[config.mk]
export PLATFORM = sky130hd
export DESIGN_NAME = eaq_cordic_lane
export DESIGN_NICKNAME = d
export VERILOG_FILES = /design/src/sv/eaq_pkg.sv /design/src/sv/eaq_cordic_lane.sv
export SDC_FILE = /design/constraint.sdc
export NUM_CORES = 2
export LEC_CHECK = 0
export BUFFER_PORTS_ARGS = -buffer_cell sky130_fd_sc_hd__buf_4
export CORE_MARGIN = 5
export CORE_UTILIZATION = 63
export CTS_CLUSTER_SIZE = 25
export DETAILED_ROUTE_END_ITERATION = 10
export PLACE_DENSITY = 0.76
export SYNTH_ARGS = -nofsm -noshare
export SYNTH_HDL_FRONTEND = slang
export SYNTH_SLANG_ARGS = --single-unit
[constraint.sdc]
create_clock -name clk -period 6.67 [get_ports clk]
set_input_delay 0.3335 -clock clk [delete_from_list [all_inputs] [get_ports clk]]
set_output_delay 0.3335 -clock clk [all_outputs]
set_load 0.05 [all_outputs]
[src/sv/eaq_pkg.sv]
// shared constants and helpers for the euler angle to quaternion converter
package eaq_pkg;

  localparam int TRIG_STAGES_DEF = 14;
  localparam int ATAN_ENTRIES    = 24;
  localparam int ANG_W           = 16;
  localparam int Q_W             = 16;
  localparam int CW              = 34;  // cordic datapath width
  localparam int TW              = 32;  // trig result width, q.30
  localparam int PW              = 64;  // product width

  localparam logic signed [CW-1:0] CORDIC_GAIN = 34'sd652032874;
  localparam logic signed [CW-1:0] PI_Q30      = 34'sd3373259426;
  localparam logic signed [CW-1:0] HALF_PI_Q30 = 34'sd1686629713;
  localparam logic signed [Q_W+2:0] Q14_ONE    = 19'sd16384;

  // arctangent of 2^-i in q.30
  function automatic logic signed [CW-1:0] atan_q30(input int idx);
    logic [31:0] v;
    begin
      unique case (idx)
        0: v = 32'h3243F6A8;  1: v = 32'h1DAC6705;  2: v = 32'h0FADBAFC;
        3: v = 32'h07F56EA6;  4: v = 32'h03FEAB76;  5: v = 32'h01FFD55B;
        6: v = 32'h00FFFAAA;  7: v = 32'h007FFF55;  8: v = 32'h003FFFEA;
        9: v = 32'h001FFFFD;  10: v = 32'h000FFFFF; 11: v = 32'h0007FFFF;
        12: v = 32'h0003FFFF; 13: v = 32'h0001FFFF; 14: v = 32'h0000FFFF;
        15: v = 32'h00007FFF; 16: v = 32'h00003FFF; 17: v = 32'h00001FFF;
        18: v = 32'h00000FFF; 19: v = 32'h000007FF; 20: v = 32'h000003FF;
        21: v = 32'h000001FF; 22: v = 32'h000000FF; 23: v = 32'h0000007F;
        default: v = 32'h0;
      endcase
      atan_q30 = $signed({2'b00, v});
    end
  endfunction

  // round half up to q1.14 and clamp to plus or minus one
  function automatic logic signed [Q_W-1:0] to_q14(input logic signed [PW:0] s);
    logic signed [PW:0]    r;
    logic signed [Q_W+2:0] q;
    begin
      r = s + (65'sd1 <<< 45);
      q = r[PW:46];
      if (q > Q14_ONE)       q = Q14_ONE;
      else if (q < -Q14_ONE) q = -Q14_ONE;
      to_q14 = q[Q_W-1:0];
    end
  endfunction

endpackage

[src/sv/eaq_cordic_lane.sv]
// one pipelined cordic lane: sine and cosine of half the input angle
module eaq_cordic_lane #(
  parameter int STAGES = 14
) (
  input  logic                               clk,
  input  logic signed [eaq_pkg::ANG_W-1:0]   angle,
  output logic signed [eaq_pkg::TW-1:0]      cos_out,
  output logic signed [eaq_pkg::TW-1:0]      sin_out
);
  import eaq_pkg::*;

  localparam int NS = (STAGES < ATAN_ENTRIES) ? STAGES : ATAN_ENTRIES;

  logic signed [CW-1:0] x [0:NS];
  logic signed [CW-1:0] y [0:NS];
  logic signed [CW-1:0] z [0:NS];
  logic                 flip [0:NS];
  logic signed [CW-1:0] z_in;

  // half angle widened to q.30
  assign z_in = $signed({{(CW-ANG_W-16){angle[ANG_W-1]}}, angle, 16'h0000});

  // quadrant fold
  always_ff @(posedge clk) begin
    x[0] <= CORDIC_GAIN;
    y[0] <= '0;
    if (z_in > HALF_PI_Q30) begin
      z[0] <= z_in - PI_Q30;
      flip[0] <= 1'b1;
    end else if (z_in < -HALF_PI_Q30) begin
      z[0] <= z_in + PI_Q30;
      flip[0] <= 1'b1;
    end else begin
      z[0] <= z_in;
      flip[0] <= 1'b0;
    end
  end

  // rotation stages
  for (genvar i = 0; i < NS; i++) begin : g_stage
    always_ff @(posedge clk) begin
      flip[i+1] <= flip[i];
      if (!z[i][CW-1]) begin
        x[i+1] <= x[i] - (y[i] >>> i);
        y[i+1] <= y[i] + (x[i] >>> i);
        z[i+1] <= z[i] - atan_q30(i);
      end else begin
        x[i+1] <= x[i] + (y[i] >>> i);
        y[i+1] <= y[i] - (x[i] >>> i);
        z[i+1] <= z[i] + atan_q30(i);
      end
    end
  end

  // undo the fold
  always_ff @(posedge clk) begin
    if (flip[NS]) begin
      cos_out <= TW'(-x[NS]);
      sin_out <= TW'(-y[NS]);
    end else begin
      cos_out <= TW'(x[NS]);
      sin_out <= TW'(y[NS]);
    end
  end

endmodule

==> impl_metrics.tcl <==
set metrics [dict create \
    dr.pass1.iters 8 \
    vias 84700 \
    cts_tree "done" \
    netlist_area_um2 98500 \
    synth_area_leaders "dfxtp_1 (27%), ha_1 (16%), xnor2_1 (9.9%)" \
    yosysSeqAreaShare 0.276 \
    dieArea_um2 164000 \
    setup_violations 0 \
    cts.sinks 1349 \
    yosysTopAreaCell "dfxtp_1" \
    timing.slew.headroom 0.150 \
    outcome "completed" \
    rsz0062_at_grt "no" \
    grt_max_degree 65 \
    synth_edf_count 22 \
    design.core.area_um2 156000 \
    fin_skew_ns 0.0265 \
    drc 0 \
    routedWlPerCell_um 18.5 \
    rows 145 \
    clock_path_buffers 3 \
    finalWirelength_mm 258 \
    synth_ff_type "dfxtp_1" \
    drt_iter0_markers 6108 \
    vias_per_cell 6.08 \
    ys_types 93 \
    synth_common_cells "dfxtp_1 (1327), a21oi_1 (1239), ha_1 (1220), xnor2_1 (1111), nor2_1 (986)" \
    cp.arrival_ns 6.04 \
    crit_fanout 6 \
    htreeDepth 4 \
    period_needed_ns 5.38 \
    antenna_found_initial 10 \
    yosysMostFrequentCell "dfxtp_1" \
    cp-start-kind "register" \
    dp_hpwl_mm 206 \
    ant_nets 0 \
    async_reset_ff_frac 0 \
    critPathRequiredTime_ns 7.32 \
    crit_type "register to register" \
    drive_above_1_share 0.0423 \
    worst_setup_path_end_kind "register" \
    die_x_um 405 \
    synth_cells 11600 \
    fmax_ghz 0.186 \
    max_cap_viol_count 0 \
    instances_no_fill 13900 \
    start_util 0.632 \
    cts_setup_buffers 0 \
    place_congestion 0.957 \
    clk_pin_slew_worst_paths_ns 0.07 \
    cts-root-buf "clkbuf_16" \
    track_usage 0.303 \
    dp.cells 13600 \
    insertion_delay_ns 0.78 \
    io_pins 81 \
    grt_pass1_vias 80000 \
    nFillCells 12800 \
    cts_made_buffers 151 \
    die_h_um 405 \
    post_cts_resized 0 \
    hold_violations 0 \
    grt-ovfl-total 0 \
    synth.top_cell.area_share 0.270 \
    hold_class "register to register" \
    drv_slew 0 \
    ys_ff_latch 1349 \
    yosysWarnings 0 \
    syn2layout_area_growth_pct 8.20 \
    tightestPinTransition_ns 1.24 \
    n_antenna_cell 0 \
    portBuffers 80 \
    fin_nets 13000 \
    syn_avg_cell_area_um2 8.46 \
    grt_first_pass_wirelength_mm 413 \
    final.setup.tns_ns 0 \
    post-route-util 0.684 \
    period_share 0.807 \
]
-- routing by layer --
metal	global-route usage	wire length (µm)	up-vias	share of wire
li1	-	-	42200	-
met1	0.406	117000	39500	0.45
met2	0.503	116000	2499	0.45
met3	0.0446	16400	476	0.064
met4	0.0972	8290	6	0.032
met5	0	52	-	0.00020
-- state kept, by name, indices dropped and copies added (netlist names) --
name,count
x,414
y,441
flip,15
sin_out,32
cos_out,32
z,415
-- through the flow --
step                setup slack [ns]  hold slack [ns]  area, µm²
floorplan                       2.11            0.310      98600
global placement                1.59            0.311     101000
detailed placement              1.46            0.312     101000
CTS                             1.41            0.323     107000
global route                   0.942            0.326     107000
finish                          1.29            0.323     107000
-- critical path: stages, from the launching register on --
cell       delay, ns
dfxtp_1         0.35
inv_1           0.07
ha_1            0.16
nand2b_1        0.09
or4_1           0.46
nor3b_1         0.58
a31oi_1         0.20
xor2_1          0.18
ha_1            0.40
and3_1          0.22
nand2_1         0.07
or2_2           0.30
a2111oi_0       1.06
o2111ai_1       0.32
a21oi_1         0.27
or3_1           0.16
a31o_2          0.15
a21oi_1         0.07
xnor2_1         0.13
-- placed cells by master (no fill, tap or decap), types with 30 or more instances in the layout --
cell type and instances:
xor2_1 538, o31ai_1 69, a31o_2 33, o21ai_0 518
a21boi_0 30, o211ai_1 70, and3_1 119, nor4_1 97
fa_1 37, o41ai_1 32, xnor2_1 1111, a21oi_1 1239
a2111oi_0 36, a21o_1 576, buf_4 114, and2_1 88
ha_1 1220, o21a_1 174, clkbuf_16 154, nor3_1 342
nand3_1 195, a211o_1 35, inv_1 546, nor3b_1 35
nand2_1 557, nor2b_1 163, or2_2 43, o21bai_1 150
nor2_1 986, a211oi_1 110, or4_1 36, nand2b_1 148
nand4_1 86, or3_1 83, a31oi_1 145, mux2i_1 46
dfxtp_1 1314, mux2_2 34
-- cell type report --
class,instances,area [µm²],area share
well taps,2058,2570,0.0242
multi-input cells,9563,68500,0.643
flip-flops and latches,1349,27200,0.256
clock inverters,71,857,0.00804
repair buffers,132,1040,0.00972
inverters,550,2060,0.0194
clock buffers,204,4250,0.0399
-- kinds of logic after synthesis --
group | synth area share
other cells | 0.0000381
xor+xnor | 0.147
fa+ha+maj | 0.163
simple gates | 0.153
buf+inv | 0.0285
mux | 0.00856
flops | 0.276
compound gates | 0.225
-- path summary, 6_finish.rpt --
| kind | start | endpoint | slack, ns | cells past startpoint |
|---|---|---|---|---|
| hold / removal | z[2][1] | z[3][1] | 0.32 | 0 |
| hold reg to reg | z[2][1] | z[3][1] | 0.32 | 0 |
| setup / recovery | y[1][43] | x[1][100] | 1.29 | 18 |
| setup reg to reg | y[1][43] | x[1][100] | 1.29 | 18 |
-- timing repair --
| item | 4_1_cts | 5_1_grt |
|---|---|---|
| hold endpoints to repair | 18 | 0 |
| hold buffers | 18 | 0 |
| setup endpoints to repair | 0 | 0 |
Power is not shown: default switching activity piles up to over one toggle a cycle in this logic, so the estimate is an artifact.
